==> src/rtl/fsp_pkg.sv <==
// Package for the frame submit pacer: operation and register codes, item and
// decision structures, reset values and constants.
// No dependencies.
package fsp_pkg;

  // Operation codes carried by an input item.
  typedef enum logic [2:0] {
    OP_REQUEST      = 3'd0,
    OP_QUERY        = 3'd1,
    OP_TRY_SUBMIT   = 3'd2,
    OP_MARK_SUBMIT  = 3'd3,
    OP_SET_DEADLINE = 3'd4,
    OP_SET_FLAGS    = 3'd5
  } op_e;

  // Configuration register indexes.
  typedef enum logic [1:0] {
    CFG_TARGET_FPS   = 2'd0,
    CFG_RESIZE_DEB   = 2'd1,
    CFG_PAUSE_HIDDEN = 2'd2
  } cfg_idx_e;

  // Default values of the reason count and the configurable bit positions.
  localparam int unsigned NumReasonsDef   = 8;
  localparam int unsigned ResizeBitDef    = 1;
  localparam int unsigned AnimationBitDef = 2;

  // Window flag bit positions.
  localparam int unsigned FlAnim   = 0;
  localparam int unsigned FlVis    = 1;
  localparam int unsigned FlVsync  = 2;
  localparam int unsigned FlReduce = 3;

  // Reset values.
  localparam logic [3:0]  FlagsReset      = 4'b0110;
  localparam logic [9:0]  IntervalReset   = 10'd16;
  localparam logic [31:0] DebounceReset   = 32'd0;
  localparam logic        PauseHiddenRst  = 1'b1;

  // Interval divider: milliseconds per second as dividend, one bit per step.
  localparam logic [9:0]  MsPerS   = 10'd1000;
  localparam logic [3:0]  DivSteps = 4'd10;

  // One input item.
  typedef struct packed {
    op_e         op;
    logic [63:0] now_ms;
    logic [2:0]  reason;
    logic        deadline_valid;
    logic [63:0] deadline_ms;
    logic        animations_active;
    logic        window_visible;
    logic        vsync_on;
    logic        reduce_motion;
  } item_t;

  // One result item.
  typedef struct packed {
    logic        submit;
    logic        paused_hidden;
    logic        deferred_resize;
    logic [7:0]  reasons;
    logic        wait_valid;
    logic [31:0] wait_ms;
    logic [31:0] frames_submitted;
  } decision_t;

endpackage

==> src/rtl/fsp_div.sv <==
// Frame interval divider: computes 1000 / target_fps one quotient bit per cycle
// after a target rate write. Depends on fsp_pkg.
module fsp_div (
  input  logic       clk_i,
  input  logic       rst_ni,
  input  logic       start_i,
  input  logic [9:0] fps_i,
  output logic       busy_o,
  output logic [9:0] interval_o
);

  logic       busy_q, busy_d;
  logic [3:0] cnt_q, cnt_d;
  logic [9:0] divisor_q, divisor_d;
  logic [9:0] rem_q, rem_d;
  logic [9:0] quo_q, quo_d;
  logic [9:0] interval_q, interval_d;
  logic [10:0] rem_sh;
  logic        ge;

  // Shift in the next dividend bit and try the subtraction.
  assign rem_sh = {rem_q, fsp_pkg::MsPerS[cnt_q - 4'd1]};
  assign ge     = rem_sh >= {1'b0, divisor_q};

  always_comb begin
    busy_d     = busy_q;
    cnt_d      = cnt_q;
    divisor_d  = divisor_q;
    rem_d      = rem_q;
    quo_d      = quo_q;
    interval_d = interval_q;
    if (start_i) begin
      // A zero rate disables throttling right away.
      if (fps_i == 10'd0) begin
        interval_d = 10'd0;
        busy_d     = 1'b0;
      end else begin
        busy_d    = 1'b1;
        cnt_d     = fsp_pkg::DivSteps;
        divisor_d = fps_i;
        rem_d     = 10'd0;
        quo_d     = 10'd0;
      end
    end else if (busy_q) begin
      rem_d = ge ? 10'(rem_sh - {1'b0, divisor_q}) : rem_sh[9:0];
      quo_d = {quo_q[8:0], ge};
      cnt_d = cnt_q - 4'd1;
      if (cnt_q == 4'd1) begin
        busy_d     = 1'b0;
        interval_d = {quo_q[8:0], ge};
      end
    end
  end

  always_ff @(posedge clk_i or negedge rst_ni) begin
    if (!rst_ni) begin
      busy_q     <= 1'b0;
      cnt_q      <= 4'd0;
      interval_q <= fsp_pkg::IntervalReset;
    end else begin
      busy_q     <= busy_d;
      cnt_q      <= cnt_d;
      interval_q <= interval_d;
    end
  end

  // Datapath registers of the division.
  always_ff @(posedge clk_i) begin
    divisor_q <= divisor_d;
    rem_q     <= rem_d;
    quo_q     <= quo_d;
  end

  assign busy_o     = busy_q;
  assign interval_o = interval_q;

endmodule

==> src/rtl/fsp_core.sv <==
// Pacer state and frame decision: applies one item to the state, evaluates
// the decision and consumes it on a granted try-submit. Depends on fsp_pkg.
module fsp_core #(
  parameter int unsigned NUM_REASONS   = fsp_pkg::NumReasonsDef,
  parameter int unsigned RESIZE_BIT    = fsp_pkg::ResizeBitDef,
  parameter int unsigned ANIMATION_BIT = fsp_pkg::AnimationBitDef
) (
  input  logic                clk_i,
  input  logic                rst_ni,
  input  logic                en_i,
  input  fsp_pkg::item_t      item_i,
  input  logic [31:0]         debounce_i,
  input  logic                pause_hidden_i,
  input  logic [9:0]          interval_i,
  output fsp_pkg::decision_t  dec_o
);

  localparam logic [31:0] ResizeBit32 =
    (RESIZE_BIT < NUM_REASONS) ? (32'd1 << RESIZE_BIT) : 32'd0;
  localparam logic [31:0] AnimBit32 =
    (ANIMATION_BIT < NUM_REASONS) ? (32'd1 << ANIMATION_BIT) : 32'd0;
  localparam logic [NUM_REASONS-1:0] ResizeMask = NUM_REASONS'(ResizeBit32);

  logic [NUM_REASONS-1:0] pend_q, pend_d, p_pend;
  logic                   rs_q, rs_d, p_rs;
  logic [63:0]            rt_q, rt_d, p_rt;
  logic [63:0]            st_q, st_d, p_st;
  logic                   so_q, so_d, p_so;
  logic                   wv_q, wv_d, p_wv;
  logic [63:0]            wt_q, wt_d, p_wt;
  logic [3:0]             fl_q, fl_d, p_fl;
  logic [31:0]            fc_q, fc_d, p_fc;

  logic               anim, has_pend, other_pend;
  logic [63:0]        since_r, since_s, to_wake;
  logic               wake_ahead;
  logic [31:0]        remain;
  logic [31:0]        pend32;
  fsp_pkg::decision_t dec;

  // State as seen after this item's own update.
  always_comb begin
    p_pend = pend_q;
    p_rs   = rs_q;
    p_rt   = rt_q;
    p_st   = st_q;
    p_so   = so_q;
    p_wv   = wv_q;
    p_wt   = wt_q;
    p_fl   = fl_q;
    p_fc   = fc_q;
    case (item_i.op)
      fsp_pkg::OP_REQUEST: begin
        if (32'(item_i.reason) < NUM_REASONS) begin
          p_pend = pend_q | NUM_REASONS'(32'd1 << item_i.reason);
          if (32'(item_i.reason) == RESIZE_BIT) begin
            p_rt = item_i.now_ms;
            p_rs = 1'b1;
          end
        end
      end
      fsp_pkg::OP_MARK_SUBMIT: begin
        p_st = item_i.now_ms;
        p_so = 1'b1;
        p_fc = fc_q + 32'd1;
      end
      fsp_pkg::OP_SET_DEADLINE: begin
        p_wv = item_i.deadline_valid;
        p_wt = item_i.deadline_ms;
      end
      fsp_pkg::OP_SET_FLAGS: begin
        p_fl = {item_i.reduce_motion, item_i.vsync_on,
                item_i.window_visible, item_i.animations_active};
      end
      default: ;
    endcase
  end

  // Time differences and conditions for the decision.
  assign anim       = p_fl[fsp_pkg::FlAnim] & ~p_fl[fsp_pkg::FlReduce];
  assign has_pend   = |p_pend;
  assign other_pend = |(p_pend & ~ResizeMask);
  assign since_r    = item_i.now_ms - p_rt;
  assign since_s    = item_i.now_ms - p_st;
  assign to_wake    = p_wt - item_i.now_ms;
  assign wake_ahead = item_i.now_ms < p_wt;
  assign remain     = 32'(interval_i - since_s[9:0]);
  assign pend32     = 32'(p_pend);

  // Decision in priority order: hidden, resize debounce, throttle, submit, wake.
  always_comb begin
    dec                  = '0;
    dec.frames_submitted = p_fc;
    if (!p_fl[fsp_pkg::FlVis] && pause_hidden_i) begin
      dec.paused_hidden = 1'b1;
    end else if (has_pend && !other_pend && p_rs && (since_r < 64'(debounce_i))) begin
      dec.deferred_resize = 1'b1;
      dec.reasons         = pend32[7:0];
      dec.wait_valid      = 1'b1;
      dec.wait_ms         = debounce_i - since_r[31:0];
    end else if (p_so && p_fl[fsp_pkg::FlVsync] && (interval_i != 10'd0) &&
                 (since_s < 64'(interval_i))) begin
      if (has_pend || anim) begin
        dec.reasons    = pend32[7:0];
        dec.wait_valid = 1'b1;
        dec.wait_ms    = remain;
      end else if (p_wv && wake_ahead) begin
        dec.wait_valid = 1'b1;
        dec.wait_ms    = (to_wake < 64'(remain)) ? to_wake[31:0] : remain;
      end
    end else if (has_pend) begin
      dec.submit     = 1'b1;
      dec.reasons    = pend32[7:0];
      dec.wait_valid = 1'b1;
    end else if (anim || (p_wv && !wake_ahead)) begin
      dec.submit     = 1'b1;
      dec.reasons    = AnimBit32[7:0];
      dec.wait_valid = 1'b1;
    end else if (p_wv) begin
      dec.wait_valid = 1'b1;
      dec.wait_ms    = (|to_wake[63:32]) ? 32'hFFFF_FFFF : to_wake[31:0];
    end
  end

  // A granted try-submit consumes the pending reasons and the deadline.
  always_comb begin
    pend_d = p_pend;
    rs_d   = p_rs;
    rt_d   = p_rt;
    st_d   = p_st;
    so_d   = p_so;
    wv_d   = p_wv;
    wt_d   = p_wt;
    fl_d   = p_fl;
    fc_d   = p_fc;
    if ((item_i.op == fsp_pkg::OP_TRY_SUBMIT) && dec.submit) begin
      pend_d = '0;
      wv_d   = 1'b0;
      if (|(p_pend & ResizeMask)) begin
        rs_d = 1'b0;
      end
    end
  end

  always_ff @(posedge clk_i or negedge rst_ni) begin
    if (!rst_ni) begin
      pend_q <= '0;
      rs_q   <= 1'b0;
      rt_q   <= 64'd0;
      st_q   <= 64'd0;
      so_q   <= 1'b0;
      wv_q   <= 1'b0;
      wt_q   <= 64'd0;
      fl_q   <= fsp_pkg::FlagsReset;
      fc_q   <= 32'd0;
    end else if (en_i) begin
      pend_q <= pend_d;
      rs_q   <= rs_d;
      rt_q   <= rt_d;
      st_q   <= st_d;
      so_q   <= so_d;
      wv_q   <= wv_d;
      wt_q   <= wt_d;
      fl_q   <= fl_d;
      fc_q   <= fc_d;
    end
  end

  assign dec_o = dec;

endmodule

==> src/rtl/frame_submit_pacer.sv <==
// Frame submit pacer top level: input register, pacer core, result register,
// configuration registers and interval divider. Depends on fsp_pkg, fsp_div, fsp_core.
//
//   channel   direction  handshake               payload
//   in        sink       in_valid_i / in_ready_o   op_i .. reduce_motion_i
//   out       source     out_valid_o / out_ready_i submit_o .. frames_submitted_o
//   cfg       sink       cfg_valid_i / cfg_ready_o cfg_index_i, cfg_data_i
//
// Each item passes through the input register and then through the decision
// logic into the result register. A new item can be taken every cycle while
// the output is not stalled and the divider is idle; a stalled output holds
// both registers. A target rate write starts the interval divider, which
// finds the quotient bit by bit; items and writes wait while it runs.
// Reset restores the default rate (interval 16 ms), flags and empty state.
module frame_submit_pacer #(
  parameter int unsigned NUM_REASONS   = fsp_pkg::NumReasonsDef,
  parameter int unsigned RESIZE_BIT    = fsp_pkg::ResizeBitDef,
  parameter int unsigned ANIMATION_BIT = fsp_pkg::AnimationBitDef
) (
  input  logic        clk_i,
  input  logic        rst_ni,
  input  logic        in_valid_i,
  output logic        in_ready_o,
  input  logic [2:0]  op_i,
  input  logic [63:0] now_ms_i,
  input  logic [2:0]  reason_i,
  input  logic        deadline_valid_i,
  input  logic [63:0] deadline_ms_i,
  input  logic        animations_active_i,
  input  logic        window_visible_i,
  input  logic        vsync_on_i,
  input  logic        reduce_motion_i,
  output logic        out_valid_o,
  input  logic        out_ready_i,
  output logic        submit_o,
  output logic        paused_hidden_o,
  output logic        deferred_resize_o,
  output logic [7:0]  reasons_o,
  output logic        wait_valid_o,
  output logic [31:0] wait_ms_o,
  output logic [31:0] frames_submitted_o,
  input  logic        cfg_valid_i,
  output logic        cfg_ready_o,
  input  logic [1:0]  cfg_index_i,
  input  logic [31:0] cfg_data_i
);

  logic               s1_valid_q, s1_valid_d;
  fsp_pkg::item_t     s1_item_q, in_item;
  logic               out_valid_q, out_valid_d;
  fsp_pkg::decision_t out_q, dec;
  logic               advance, in_xfer, cfg_xfer;
  logic               div_busy, div_start;
  logic [9:0]         interval;
  logic [31:0]        debounce_q, debounce_d;
  logic               pause_q, pause_d;

  // Handshakes: the item in the input register moves on when the result
  // register is free or being emptied.
  assign advance     = s1_valid_q && (!out_valid_q || out_ready_i);
  assign in_ready_o  = !div_busy && (!s1_valid_q || advance);
  assign cfg_ready_o = !div_busy;
  assign in_xfer     = in_valid_i && in_ready_o;
  assign cfg_xfer    = cfg_valid_i && cfg_ready_o;

  assign in_item = '{
    op:                fsp_pkg::op_e'(op_i),
    now_ms:            now_ms_i,
    reason:            reason_i,
    deadline_valid:    deadline_valid_i,
    deadline_ms:       deadline_ms_i,
    animations_active: animations_active_i,
    window_visible:    window_visible_i,
    vsync_on:          vsync_on_i,
    reduce_motion:     reduce_motion_i
  };

  // Valid flags of the input and result registers.
  always_comb begin
    s1_valid_d = s1_valid_q;
    if (advance) begin
      s1_valid_d = 1'b0;
    end
    if (in_xfer) begin
      s1_valid_d = 1'b1;
    end
    out_valid_d = out_valid_q;
    if (out_valid_q && out_ready_i) begin
      out_valid_d = 1'b0;
    end
    if (advance) begin
      out_valid_d = 1'b1;
    end
  end

  // Configuration registers other than the target rate, and the divider start on a target rate write.
  always_comb begin
    debounce_d = debounce_q;
    pause_d    = pause_q;
    div_start  = 1'b0;
    if (cfg_xfer) begin
      case (fsp_pkg::cfg_idx_e'(cfg_index_i))
        fsp_pkg::CFG_TARGET_FPS:   div_start  = 1'b1;
        fsp_pkg::CFG_RESIZE_DEB:   debounce_d = cfg_data_i;
        fsp_pkg::CFG_PAUSE_HIDDEN: pause_d    = cfg_data_i[0];
        default: ;
      endcase
    end
  end

  always_ff @(posedge clk_i or negedge rst_ni) begin
    if (!rst_ni) begin
      s1_valid_q  <= 1'b0;
      out_valid_q <= 1'b0;
      debounce_q  <= fsp_pkg::DebounceReset;
      pause_q     <= fsp_pkg::PauseHiddenRst;
    end else begin
      s1_valid_q  <= s1_valid_d;
      out_valid_q <= out_valid_d;
      debounce_q  <= debounce_d;
      pause_q     <= pause_d;
    end
  end

  // Payload registers on both sides of the decision logic.
  always_ff @(posedge clk_i) begin
    if (in_xfer) begin
      s1_item_q <= in_item;
    end
    if (advance) begin
      out_q <= dec;
    end
  end

  fsp_div u_div (
    .clk_i      (clk_i),
    .rst_ni     (rst_ni),
    .start_i    (div_start),
    .fps_i      (cfg_data_i[9:0]),
    .busy_o     (div_busy),
    .interval_o (interval)
  );

  fsp_core #(
    .NUM_REASONS   (NUM_REASONS),
    .RESIZE_BIT    (RESIZE_BIT),
    .ANIMATION_BIT (ANIMATION_BIT)
  ) u_core (
    .clk_i          (clk_i),
    .rst_ni         (rst_ni),
    .en_i           (advance),
    .item_i         (s1_item_q),
    .debounce_i     (debounce_q),
    .pause_hidden_i (pause_q),
    .interval_i     (interval),
    .dec_o          (dec)
  );

  assign out_valid_o        = out_valid_q;
  assign submit_o           = out_q.submit;
  assign paused_hidden_o    = out_q.paused_hidden;
  assign deferred_resize_o  = out_q.deferred_resize;
  assign reasons_o          = out_q.reasons;
  assign wait_valid_o       = out_q.wait_valid;
  assign wait_ms_o          = out_q.wait_ms;
  assign frames_submitted_o = out_q.frames_submitted;

`ifndef NO_ASSERTIONS
  // No item transfer while the interval divider is running.
  a_no_item_while_div : assert property (@(posedge clk_i) disable iff (!rst_ni)
    div_busy |-> !in_ready_o)
    else $error("item taken while interval divider busy");

  // A submit decision is never paused or deferred.
  a_submit_exclusive : assert property (@(posedge clk_i) disable iff (!rst_ni)
    (out_valid_o && submit_o) |-> (!paused_hidden_o && !deferred_resize_o))
    else $error("submit together with pause or deferral");

  // A paused decision carries no reasons and no wait time.
  a_paused_empty : assert property (@(posedge clk_i) disable iff (!rst_ni)
    (out_valid_o && paused_hidden_o) |-> (reasons_o == 8'd0 && !wait_valid_o))
    else $error("paused decision carries reasons or wait");

  // An indefinite wait reports zero milliseconds.
  a_wait_zero : assert property (@(posedge clk_i) disable iff (!rst_ni)
    (out_valid_o && !wait_valid_o) |-> (wait_ms_o == 32'd0))
    else $error("indefinite wait with nonzero wait time");

  // The item register drains into the result register on the next cycle when free.
  a_advance : assert property (@(posedge clk_i) disable iff (!rst_ni)
    (s1_valid_q && !out_valid_q) |=> out_valid_q)
    else $error("item did not reach result register");
`endif

endmodule
==> config.mk <==
export PLATFORM = sky130hd
export DESIGN_NAME = frame_submit_pacer
export DESIGN_NICKNAME = d
export VERILOG_FILES = /design/src/rtl/fsp_pkg.sv /design/src/rtl/fsp_div.sv /design/src/rtl/fsp_core.sv /design/src/rtl/frame_submit_pacer.sv
export SDC_FILE = /design/constraint.sdc
export NUM_CORES = 2
export LEC_CHECK = 0
export BUFFER_PORTS_ARGS = -buffer_cell sky130_fd_sc_hd__buf_2
export CORE_MARGIN = 2
export CORE_UTILIZATION = 25
export CTS_CLUSTER_DIAMETER = 60
export DETAILED_ROUTE_END_ITERATION = 12
export GPL_ROUTABILITY_DRIVEN = 0
export HOLD_SLACK_MARGIN = 0.02
export PLACE_DENSITY = 0.43
export SLEW_MARGIN = 0
export SYNTH_ARGS = -nofsm -noshare
export SYNTH_HDL_FRONTEND = slang
export SYNTH_HIERARCHICAL = 1
export SYNTH_SLANG_ARGS = --single-unit
==> constraint.sdc <==
create_clock -name clk_i -period 12.2 [get_ports clk_i]
set_input_delay 3.05 -clock clk_i [delete_from_list [all_inputs] [get_ports clk_i]]
set_output_delay 3.05 -clock clk_i [all_outputs]
set_load 0.01 [all_outputs]
== Word-level counts from Yosys, hierarchy flattened ==
Memory sizes are Yosys's and may differ from the RTL's.
Index checks and enable logic that the tools add are counted.

* Eq/ne operators: 10
* Muxes and demuxes: 59
* $lt $le $gt $ge: 6
* Add/subtract/negate cells: 8
* Bitwise gates (word level): 4
* Shift-type cells: 1
* Reduce and logical (&&, ||, !) cells: 41

{| class="wikitable"
|+ Operators by type and width
! operator !! count
|-
| 64-bit 2-to-1 mux || 4
|-
| 64-bit subtractor || 3
|-
| 32-bit 2-to-1 mux || 5
|-
| 64-bit by 32-bit < comparator with 1-bit output || 2
|-
| 33-bit 2-to-1 mux || 3
|-
| 41-bit 2-to-1 mux || 2
|-
| 10-bit 2-to-1 mux || 8
|-
| 64-bit by 10-bit < comparator with 1-bit output || 1
|-
| 64-bit < comparator || 1
|-
| 32-bit by 1-bit adder with 32-bit output (second input constant) || 1
|-
| 32-bit OR reduction || 1
|-
| 32-bit subtractor || 1
|-
| 9-bit 2-to-1 mux || 3
|-
| 1-bit 2-to-1 mux || 26
|-
| 8-bit 2-to-1 mux || 3
|-
| 4-bit 2-to-1 mux || 4
|-
| 1-bit logical AND || 15
|-
| 11-bit by 10-bit >= comparator with 1-bit output || 1
|-
| 10-bit by 10-bit subtractor with 11-bit output || 1
|-
| 10-bit logical NOT || 1
|-
| 10-bit nonzero test || 1
|-
| 10-bit subtractor || 1
|-
| 8-bit bitwise OR || 1
|-
| 2-bit AND reduction || 4
|-
| 22 further kinds || 36
|}

* Memories: 1
* ROM bits: 16
* Word-level logic and storage cells: 165
* Flip-flop bits (word level): 533
* Bits of input ports: 178
* Output and inout bits: 79

{| class="wikitable"
|+ Memories
! name !! words !! bits a word !! read ports !! clocked after memory_dff !! wr ports !! RTL line !! text
|-
| (no name shown) || 16 || 1 || 1 || 0 || 0 || fsp_div.sv:22 || <nowiki>assign rem_sh = {rem_q, fsp_pkg::MsPerS[cnt_q - 4'd1]};</nowiki>
|}

== Longest topological paths before layout ==
* Depth in word-level cells: 13
* Mapped depth: 37
* Gate-level depth less buffers: 33

== Hierarchy ==
The synthesis kept the hierarchy.

{| class="wikitable"
|+ Modules (own cells, without submodules)
! module !! cells an instance !! area each (sq um) !! seq. area each (sq um) !! times used
|-
| fsp_core || 3995 || 30106.4 || 5983.2 || 1
|-
| frame_submit_pacer || 299 || 7967.6 || 7333.3 || 1
|-
| fsp_div || 205 || 2306.0 || 1247.4 || 1
|}

== Worst setup path after synthesis ==
Ideal clock, no wire load.

* Path type: input -> register
* From: in out_ready_i
* To: reg s1_item_q[0] in the netlist's numbering, enable pin
* Path buffers: 0
* Required time: 11.561 ns
* Data arrival time: 9.020 ns
* Cell stages on the path: 2
* Path slack: 2.541 ns
* Cell sequence: and3b_1 nor2_1

* Word-level cells in the longest chain between the ends: 5

{| class="wikitable"
|+ Ends and longest elaborated chain
! what !! RTL line !! text
|-
| start, declared || frame_submit_pacer.sv:34 || <nowiki>input logic out_ready_i,</nowiki>
|-
| 1-bit logical OR || frame_submit_pacer.sv:60 || <nowiki>assign advance = s1_valid_q && (!out_valid_q || out_ready_i);</nowiki>
|-
| 1-bit logical AND || frame_submit_pacer.sv:60 ||
|-
| 1-bit logical OR || frame_submit_pacer.sv:61 || <nowiki>assign in_ready_o = !div_busy && (!s1_valid_q || advance);</nowiki>
|-
| 1-bit logical AND || frame_submit_pacer.sv:61 ||
|-
| 1-bit logical AND || frame_submit_pacer.sv:63 || <nowiki>assign in_xfer = in_valid_i && in_ready_o;</nowiki>
|-
| named net in_xfer || frame_submit_pacer.sv:52 || <nowiki>logic advance, in_xfer, cfg_xfer;</nowiki>
|-
| end signal, assigned || frame_submit_pacer.sv:128 || <nowiki>s1_item_q <= in_item;</nowiki>
|-
| end, declared || frame_submit_pacer.sv:49 || <nowiki>fsp_pkg::item_t s1_item_q, in_item;</nowiki>
|}

The timed path passes the listed nets, and every way through them passes these cells.
A chain may end at the register's enable or synchronous reset.

== Worst setup path after layout ==
* From: reg s1_item_q[137] in the netlist's numbering
* To: reg out_q, in the netlist wait_ms_o[11], data pin

* Word-level cells in the longest chain between the ends: 10

{| class="wikitable"
|+ Ends and longest elaborated chain
! what !! RTL line !! text
|-
| 3-bit by 2-bit equality test with 1-bit output / 3-bit equality test (equally long branches) || fsp_core.sv:52 || <nowiki>case (item_i.op)</nowiki>
|-
| 64-bit 2-to-1 mux || fsp_core.sv:52 ||
|-
| 64-bit subtractor, or another cell as far along || fsp_core.sv:84 || <nowiki>assign since_s = item_i.now_ms - p_st;</nowiki>
|-
| 10-bit by 10-bit subtractor with 11-bit output, or another cell as far along || fsp_core.sv:87 || <nowiki>assign remain = 32'(interval_i - since_s[9:0]);</nowiki>
|-
| 64-bit by 32-bit < comparator with 1-bit output, or another cell as far along || fsp_core.sv:109 || <nowiki>dec.wait_ms = (to_wake < 64'(remain)) ? to_wake[31:0] : remain;</nowiki>
|-
| 32-bit 2-to-1 mux, or another cell as far along || fsp_core.sv:109 ||
|-
| 33-bit 2-to-1 mux / 32-bit 2-to-1 mux (equally long branches) || fsp_core.sv:107, fsp_core.sv:115 ||
|-
| 33-bit 2-to-1 mux / 32-bit 2-to-1 mux (equally long branches) || fsp_core.sv:103, fsp_core.sv:111 ||
|-
| 41-bit 2-to-1 mux || fsp_core.sv:101 || <nowiki>end else if (p_so && p_fl[fsp_pkg::FlVsync] && (interval_i != 10'd0) &&</nowiki>
|-
| 41-bit 2-to-1 mux || fsp_core.sv:96 || <nowiki>end else if (has_pend && !other_pend && p_rs && (since_r < 64'(debounce_i))) begin</nowiki>
|-
| end signal, assigned || frame_submit_pacer.sv:131 || <nowiki>out_q <= dec;</nowiki>
|-
| end, declared || frame_submit_pacer.sv:51 || <nowiki>fsp_pkg::decision_t out_q, dec;</nowiki>
|}

Parallel ways exist; a longest one is shown, timed or not.

==> impl_metrics.tcl <==
set metrics [dict create \
    port_buffers 256 \
    die_area_um2 165000 \
    syn_avg_cell_area_um2 8.98 \
    fin_ws_ns 2.80 \
    fin_nets 5137 \
    synth_edf_count 244 \
    finalNonFillerCells 6875 \
    clock-root-buffer "clkbuf_16" \
    die-height_um 406 \
    worst_pin_slew_ns 1.27 \
    initial_utilization_pct 25.1 \
    synth_seq_area_share_pct 36.1 \
    reg2regPathDepth 32 \
    worst-setup-path-type "reg -> reg" \
    asyncSetResetFlopFracSynth_pct 54.2 \
    skew_ns 0.0262 \
    grt_first_pass_wirelength_um 224000 \
    cp-start-kind "flop" \
    grt.total_usage_pct 18.2 \
    dp_slack_ns 2.91 \
    cts_max_path_buffers 3 \
    setup_violations 0 \
    post-route-period-util_pct 77.1 \
    synthCells 4499 \
    post_cts_resized 0 \
    hold_viol 0 \
    ir_drop_mv 0.196 \
    hold_class "reg -> reg" \
    overflow 0 \
    syn2layout_area_growth_pct 14.9 \
    io_pins 257 \
    ys_warn_count 6 \
    drt_iter0_markers 3005 \
    rsz0062_at_grt "no" \
    mostFrequentLayoutCells "461 x nand2_1, 411 x a21oi_1, 346 x o21ai_0" \
    hold_buffers 0 \
    cp_top_family "compound AO/OA/AOI/OAI gates" \
    status "completed" \
    crit_slowest_cell "a2111oi_0" \
    syn_nets 4986 \
    synthDistinctLibCells 112 \
    hpwl_um 125000 \
    core_um2 161000 \
    slew_headroom_pct 14.9 \
    worstHoldPathCells 1 \
    drive_above_1_share_pct 14.0 \
    layout_commonest_cell "nand2_1" \
    worstSetupPathDepth 32 \
    routed_via_density 5.10 \
    clk_latency_ns 0.68 \
    num_vias 35000 \
    cts_tree "done" \
    min_period_ns 9.40 \
    worst_path_largest_cell_delay_ns 0.68 \
    drtPass1Iterations 6 \
    netlist_area_um2 40400 \
    synth-seq-cells 533 \
    wl_per_cell_um 22.3 \
    cts_setup_buffers 0 \
    critPathMaxFanout 103 \
    synth_top_flop_cell "dfrtp_1" \
    tns_ns 0 \
    worstSetupEndpointType "flop" \
    fmax_mhz 106 \
    clk_pin_slew_worst_paths_ns 0.06 \
    post-place-cells 6733 \
    p_per_area_nw_per_um2 320 \
    crit_buf_inv 3 \
    grt_max_degree 124 \
    grt_antenna_before_repair 9 \
    wl_um 154000 \
    cp.arrival_ns 9.77 \
    critPathMostFrequentCell "a21oi_1" \
    max_cap_viol_count 0 \
    cp.required_ns 12.57 \
    dieWidth_um 406 \
    grt_pass1_vias 33700 \
    power.leakage_nw 19.3 \
    htreeDepth 3 \
    cts_sinks 533 \
    num_rows 147 \
    antenna_left 0 \
    maxSlewViolCount 0 \
    drt_drc_violations_left 0 \
    cts_buffers 75 \
]
[worst paths after layout]
check | slack (ns) | from | to
max in group asynchronous | 7.74 | rst_ni | u_core/wt_q[55]
max reg2reg | 2.80 | s1_item_q[137] | wait_ms_o[11]
min reg2reg | 0.48 | u_core/so_q | u_core/so_q
max | 2.80 | s1_item_q[137] | wait_ms_o[11]
min | 0.48 | u_core/so_q | u_core/so_q
min in group asynchronous | 2.44 | rst_ni | u_core/fc_q[3]
[routing by layer]
layer	routed length (um)	GRT usage [%]	share of wire (%)
met2	71300	29.8	46
met3	9200	3.23	6.0
met1	68200	24.2	44
met5	20	0	0.013
met4	4820	5.59	3.1
[flip-flops by register name (all words and copies together) (netlist names), 8 cells and up]
signal              cells
u_core/fc_q            32
u_div/rem_q            10
u_core/wt_q            64
debounce_q             32
u_div/quo_q             9
u_core/st_q            64
reasons_o               8
s1_item_q             139
frames_submitted_o     32
u_core/pend_q           8
wait_ms_o              32
u_core/rt_q            64
u_div/divisor_q        10
u_div/interval_o       10
[final cells by class]
class / instances / area [um^2]
antenna: 3 / 7.51
clock buffer: 105 / 2220
clock inverter: 34 / 408
fill: 17100 / 114000
inverter: 259 / 972
multi-input combinational: 3502 / 24000
sequential: 533 / 14600
tap: 2160 / 2700
timing repair buffer: 279 / 1480
[synthesized netlist by cell type (11+ instances only)]
master	number	share of area, %
or4_1	17	0.32
xor2_1	75	1.6
o21ai_0	346	4.3
nand2_1	463	4.3
dfrtp_1	285	18
a22o_1	13	0.28
nor2b_1	38	0.59
o22ai_1	19	0.29
and3_1	46	0.71
mux2_4	31	1.2
inv_1	259	2.4
buf_1	15	0.14
o2111ai_1	19	0.41
o21bai_1	51	0.95
ha_1	304	9.4
nor3_1	60	0.74
o31ai_1	21	0.39
nand2b_1	47	0.73
a211oi_1	39	0.73
edfxtp_1	244	18
xnor2_1	138	3.0
a221oi_1	18	0.39
o211ai_1	39	0.73
a21o_1	99	1.8
mux2_2	140	3.9
or2_2	19	0.29
a21oi_1	411	5.1
and2_1	21	0.33
nor3b_1	11	0.20
mux2i_1	90	2.2
nor4_1	44	0.68
or3_1	26	0.40
a21boi_0	15	0.28
buf_2	13	0.16
nor2_1	325	3.0
a31oi_1	33	0.51
o21a_1	59	1.1
nand4_1	104	1.6
nand3_1	84	1.0
a2111oi_0	14	0.30
clkbuf_1	166	1.5
[report_power, final]
| part | internal (W) | total [W] | leakage (nW) | switching [W] |
|---|---|---|---|---|
| registers | 0.00254 | 0.00306 | 6.01 | 0.000519 |
| logic | 0.00345 | 0.00949 | 12.1 | 0.00604 |
| clock network | 0.00141 | 0.00231 | 1.28 | 0.000900 |
[cells by family (layout without fill, tap and decap cells)]
group | count (synthesis) | in the layout | synth area share (%)
muxes | 261 | 261 | 7.29
other | 0 | 3 | 0
xor gates and xnor gates | 213 | 213 | 4.62
adders and majority gates | 309 | 309 | 9.67
buffers and inverters | 464 | 677 | 4.60
DFF | 533 | 533 | 36.1
AOI/OAI and AO/OA | 1369 | 1369 | 21.7
and+or+nand+nor | 1350 | 1350 | 16.1
[stage by stage]
step	hold slack [ns]	cell area [um^2]	utilization [%]	total power, W
floorplan	0.435	40400	-	0.00942
global placement	0.461	43800	27.3	0.0124
detailed placement	0.459	43800	27.3	0.0124
CTS	0.476	46400	28.9	0.0149
global route	0.502	46400	28.9	0.0160
finish	0.476	46400	28.9	0.0149
Note: power is estimated with default switching activity, not from simulation.
